**src/char_multiset_containment_unit_macros.svh**
```systemverilog
// Assertion helpers for the character multiset containment unit.
// Each macro expects clk and arst_n in scope.
`ifndef CHAR_MULTISET_CONTAINMENT_UNIT_MACROS_SVH
`define CHAR_MULTISET_CONTAINMENT_UNIT_MACROS_SVH

// Check a consequent in the same cycle as its antecedent.
`define CMCU_ASSERT_SAME(lbl, ante, cons, msg) \
	lbl: assert property (@(posedge clk) disable iff (!arst_n) (ante) |-> (cons)) \
		else $error(msg);

// Check a consequent in the cycle after its antecedent.
`define CMCU_ASSERT_NEXT(lbl, ante, cons, msg) \
	lbl: assert property (@(posedge clk) disable iff (!arst_n) (ante) |=> (cons)) \
		else $error(msg);

`endif

```
**src/cmcu_pkg.sv**
```systemverilog
package cmcu_pkg;

	// Item modes
	localparam logic [1:0] MODE_SRC  = 2'd0;
	localparam logic [1:0] MODE_TGT  = 2'd1;
	localparam logic [1:0] MODE_EVAL = 2'd2;

	// Character that is never counted
	localparam logic [7:0] SPACE_CODE = 8'h20;

	// Commands from controller to datapath
	typedef struct packed {
		logic latch;       // capture address of accepted character
		logic bump_src;    // write incremented source count
		logic bump_tgt;    // write incremented target count
		logic eval_rd;     // read entry at scan index and advance
		logic eval_clear;  // clear histograms and scan state
		logic load_out;    // load answer register
	} cmcu_cmd_t;

	// Status from datapath to controller
	typedef struct packed {
		logic char_ok;     // character is countable
		logic idx_last;    // scan index at last entry
	} cmcu_status_t;

endpackage

```
**src/cmcu_ctrl.sv**
```systemverilog
module cmcu_ctrl (
	input  logic                   clk,
	input  logic                   arst_n,
	input  logic                   in_valid,
	output logic                   in_ready,
	input  logic [1:0]             mode,
	output logic                   out_valid,
	input  logic                   out_ready,
	input  cmcu_pkg::cmcu_status_t status,
	output cmcu_pkg::cmcu_cmd_t    cmd
);
	import cmcu_pkg::*;

	typedef enum logic [2:0] {
		ST_IDLE,
		ST_BUMP_SRC,
		ST_BUMP_TGT,
		ST_EVAL_RUN,
		ST_EVAL_CMP,
		ST_EVAL_OUT
	} state_t;

	state_t state_q;
	logic   in_xfer;
	logic   out_free;

	assign in_ready = (state_q == ST_IDLE);
	assign in_xfer  = in_valid && in_ready;
	assign out_free = !out_valid || out_ready;

	// Decode commands from state
	always_comb begin
		cmd            = '0;
		cmd.latch      = in_xfer;
		cmd.bump_src   = (state_q == ST_BUMP_SRC);
		cmd.bump_tgt   = (state_q == ST_BUMP_TGT);
		cmd.eval_rd    = (state_q == ST_EVAL_RUN);
		cmd.load_out   = (state_q == ST_EVAL_OUT) && out_free;
		cmd.eval_clear = cmd.load_out;
	end

	// Advance state and hold output valid
	always_ff @(posedge clk or negedge arst_n) begin
		if (!arst_n) begin
			state_q   <= ST_IDLE;
			out_valid <= 1'b0;
		end else begin
			if (cmd.load_out) begin
				out_valid <= 1'b1;
			end else if (out_ready) begin
				out_valid <= 1'b0;
			end
			case (state_q)
				ST_IDLE: begin
					if (in_xfer) begin
						case (mode)
							MODE_SRC: begin
								if (status.char_ok) state_q <= ST_BUMP_SRC;
							end
							MODE_TGT: begin
								if (status.char_ok) state_q <= ST_BUMP_TGT;
							end
							MODE_EVAL: begin
								state_q <= ST_EVAL_RUN;
							end
							default: begin
								state_q <= ST_IDLE;
							end
						endcase
					end
				end
				ST_BUMP_SRC, ST_BUMP_TGT: begin
					state_q <= ST_IDLE;
				end
				ST_EVAL_RUN: begin
					if (status.idx_last) state_q <= ST_EVAL_CMP;
				end
				ST_EVAL_CMP: begin
					state_q <= ST_EVAL_OUT;
				end
				ST_EVAL_OUT: begin
					if (out_free) state_q <= ST_IDLE;
				end
				default: begin
					state_q <= ST_IDLE;
				end
			endcase
		end
	end
endmodule

```
**config.mk**
```make
export PLATFORM = sky130hd
export DESIGN_NAME = cmcu_ctrl
export DESIGN_NICKNAME = d
export VERILOG_FILES = /design/src/char_multiset_containment_unit_macros.svh /design/src/cmcu_pkg.sv /design/src/cmcu_ctrl.sv
export SDC_FILE = /design/constraint.sdc
export NUM_CORES = 1
export LEC_CHECK = 0
export BUFFER_PORTS_ARGS = -buffer_cell sky130_fd_sc_hd__buf_4
export CORE_AREA = 5 5 42 44
export CTS_CLUSTER_SIZE = 40
export DETAILED_ROUTE_END_ITERATION = 10
export DIE_AREA = 0 0 47 49
export PLACE_DENSITY = 0.5
export SLEW_MARGIN = 20
export SYNTH_ARGS = -nofsm -noshare
export SYNTH_HDL_FRONTEND = slang
export SYNTH_SLANG_ARGS = --single-unit
```
**constraint.sdc**
```tcl
create_clock -name clk -period 1.12 [get_ports clk]
set_input_delay 0.056 -clock clk [delete_from_list [all_inputs] [get_ports clk]]
set_output_delay 0.056 -clock clk [all_outputs]
set_load 0.05 [all_outputs]
```
==> flow_metrics.tcl <==
set metrics [dict create \
    yosysTopAreaCellShare 0.339 \
    cts_buffer_depth 2 \
    fin_crit_sh 1.15 \
    crit_path_end_kind "primary output" \
    areaGrowthSynthToFinish_pct 97.0 \
    ant_nets 0 \
    synth_area_per_cell_um2 9.53 \
    power_density_nw_per_um2 2100 \
    nFillCells 147 \
    violations "negative setup slack" \
    p_total_uw 1220 \
    seq_area_frac_synth 0.339 \
    drt-total-wl_um 730 \
    htree_levels 1 \
    rsz0062_at_grt "true" \
    synth_common_cells "4 x dfrtp_1, 3 x ha_1, 3 x inv_1" \
    cp_max_fo 5 \
    post-synth-top-count-cell "dfrtp_1" \
    worst_slew_pin_slew_ps 380 \
    port_buffers 15 \
    place_congestion 0.754 \
    initial_utilization 0.211 \
    cp-start-kind "flop" \
    die-area_um2 2300 \
    setup_viol 9 \
    routedWlPerCell_um 10.3 \
    period_needed_ps 1290 \
    critPathMaxStageDelay_ps 440 \
    core_um2 1400 \
    drv_slew 0 \
    synth_area_leaders "dfrtp_1 34%, ha_1 13%, a2bb2oi_2 5.1%" \
    cts_tree "done" \
    layout_setup_ws_ps -169 \
    p_comb_frac 0.653 \
    ys_warn_count 0 \
    synth-seq-cells 4 \
    utilization 0.415 \
    layout.nets 68 \
    p_seq_frac 0.201 \
    skew_ps 1.65 \
    critPathLaunch "state_q[1]" \
    die_x_um 47 \
    io-pin-count 16 \
    layout-drive-gt1-share 0.709 \
    vias_per_cell 4.28 \
    synth_edf_count 0 \
    overflow 0 \
    hp-class "in -> reg" \
    path_class "reg -> out" \
    slowest_stage "dfrtp_2" \
    worstPathCellList "nand3b_1, nor2b_4, buf_6" \
    power.switching_uw 531 \
    holdCritStartpoint "status[0]" \
    grt_pass1_wl_mm 1.19 \
    dp_hpwl_um 545 \
    hold_viol 0 \
    drtPass1Iterations 4 \
    power.internal_uw 688 \
    critPathArrivalTime_ps 1230 \
    rows 14 \
    die_height_um 49 \
    synth_flop_cell "dfrtp_1" \
    grt_util_all_layers 0.0736 \
    ir_drop_uv 930 \
    relSlewSlack 0.744 \
    drc 0 \
    cts_buffers 3 \
    synthDistinctLibCells 19 \
    clkSlewWorstSetupHoldPaths_ps 40 \
    drt_iter0_drc 6 \
    pwr-share-clk 0.146 \
    max_freq_mhz 776 \
    syn_area_um2 295 \
    antenna_found_initial 0 \
    clk_latency_ps 230 \
    diodes 0 \
    status "finished, violations left" \
    yosys.area.top_type "dfrtp_1" \
    grt_max_degree 7 \
    p_sw_frac 0.436 \
    syn_nets 42 \
    maxCapViolations 0 \
    required_ps 1060 \
    root_buffer "clkbuf_4" \
    async_flop_share 1.00 \
    synthCells 31 \
    clock_sinks 4 \
    leakage_uw 0.000293 \
    vias 304 \
    grt_pass1_vias 289 \
    regToRegStartpoint "state_q[1]" \
]
## worst max-delay path, delay by kind of cell (launching register included)
kind	cells	cell delay (ps)
flops	1	440
buf+inv	1	170
simple gates	2	390
## layout by cell type (no fill, tap or decap), drive strengths merged, types with 2 or more instances in the layout
master	netlist	final
buf	2	22
ha	3	3
nand2b	2	2
nand3b	2	2
nor3b	2	2
clkbuf	0	3
inv	3	2
nor2	2	2
nand2	2	2
dfrtp	4	4
## area by class of cell
cell class | instances | area (um^2) | area share
multi-input cells | 22 | 210 | 0.361
repair buffers | 23 | 209 | 0.359
flip-flops and latches | 4 | 105 | 0.181
clock buffers | 3 | 22.5 | 0.0387
well taps | 16 | 20.0 | 0.0344
inverters | 3 | 15.0 | 0.0258
## per-layer routing
layer | global-route usage | share of wire | wire length (um)
met5 | 0 | 0 | 0
met4 | 0.0415 | 0 | 0
met3 | 0.0443 | 0.067 | 49
met2 | 0.0973 | 0.51 | 372
met1 | 0.0893 | 0.42 | 308
## through the flow
step           std cells  cell area [um^2]  hold slack, ps  setup TNS [ps]  worst slack (ps)
2_1_floorplan         31               332            -240            -905              -298
3_3_place_gp          62               460            -147               0              20.4
3_5_place_dp          62               460            -146               0              23.6
4_1_cts               69               538            23.3           -1140              -171
6_report              71               582            35.5           -1070              -169
5_1_grt               71               582            21.3           -1630              -231
## kinds of logic after synthesis
family                     Yosys count  synth area share
AOI/OAI and AO/OA                    6             0.161
adders and majority gates            3             0.127
buffers and inverters                5            0.0890
DFF                                  4             0.339
and+or+nand+nor                     13             0.284
## power by group through the flow
stage	clock, uW	sequential, uW	combinational (uW)
floorplan	0	257	431
global placement	0	253	605
detailed placement	0	253	604
CTS	190	242	692
global route	203	256	842
finish	178	245	797
## worst paths after layout
path / slack (ps) / cells after the start / end
setup / recovery: -170 / 3 / cmd[1]
min in group asynchronous: 150 / 2 / state_q[1]
hold / removal: 40 / 2 / state_q[1]
hold reg to reg: 550 / 2 / out_valid
setup reg to reg: -90 / 4 / state_q[0]
max in group asynchronous: 850 / 2 / state_q[0]
## registers in the layout, summed over array words and instances (netlist names)
signal	flops
out_valid	1
state_q	3
## what timing repair did
item / CTS / global route
endpoints found under the hold margin: 4 / 0
hold buffers: 1 / 0
pin swaps: 3 / 3
setup buffers: 3 / 2
endpoints found under the setup margin: 7 / 9
resized for setup: 6 / 7
Note: power is estimated with default switching activity, not from simulation.
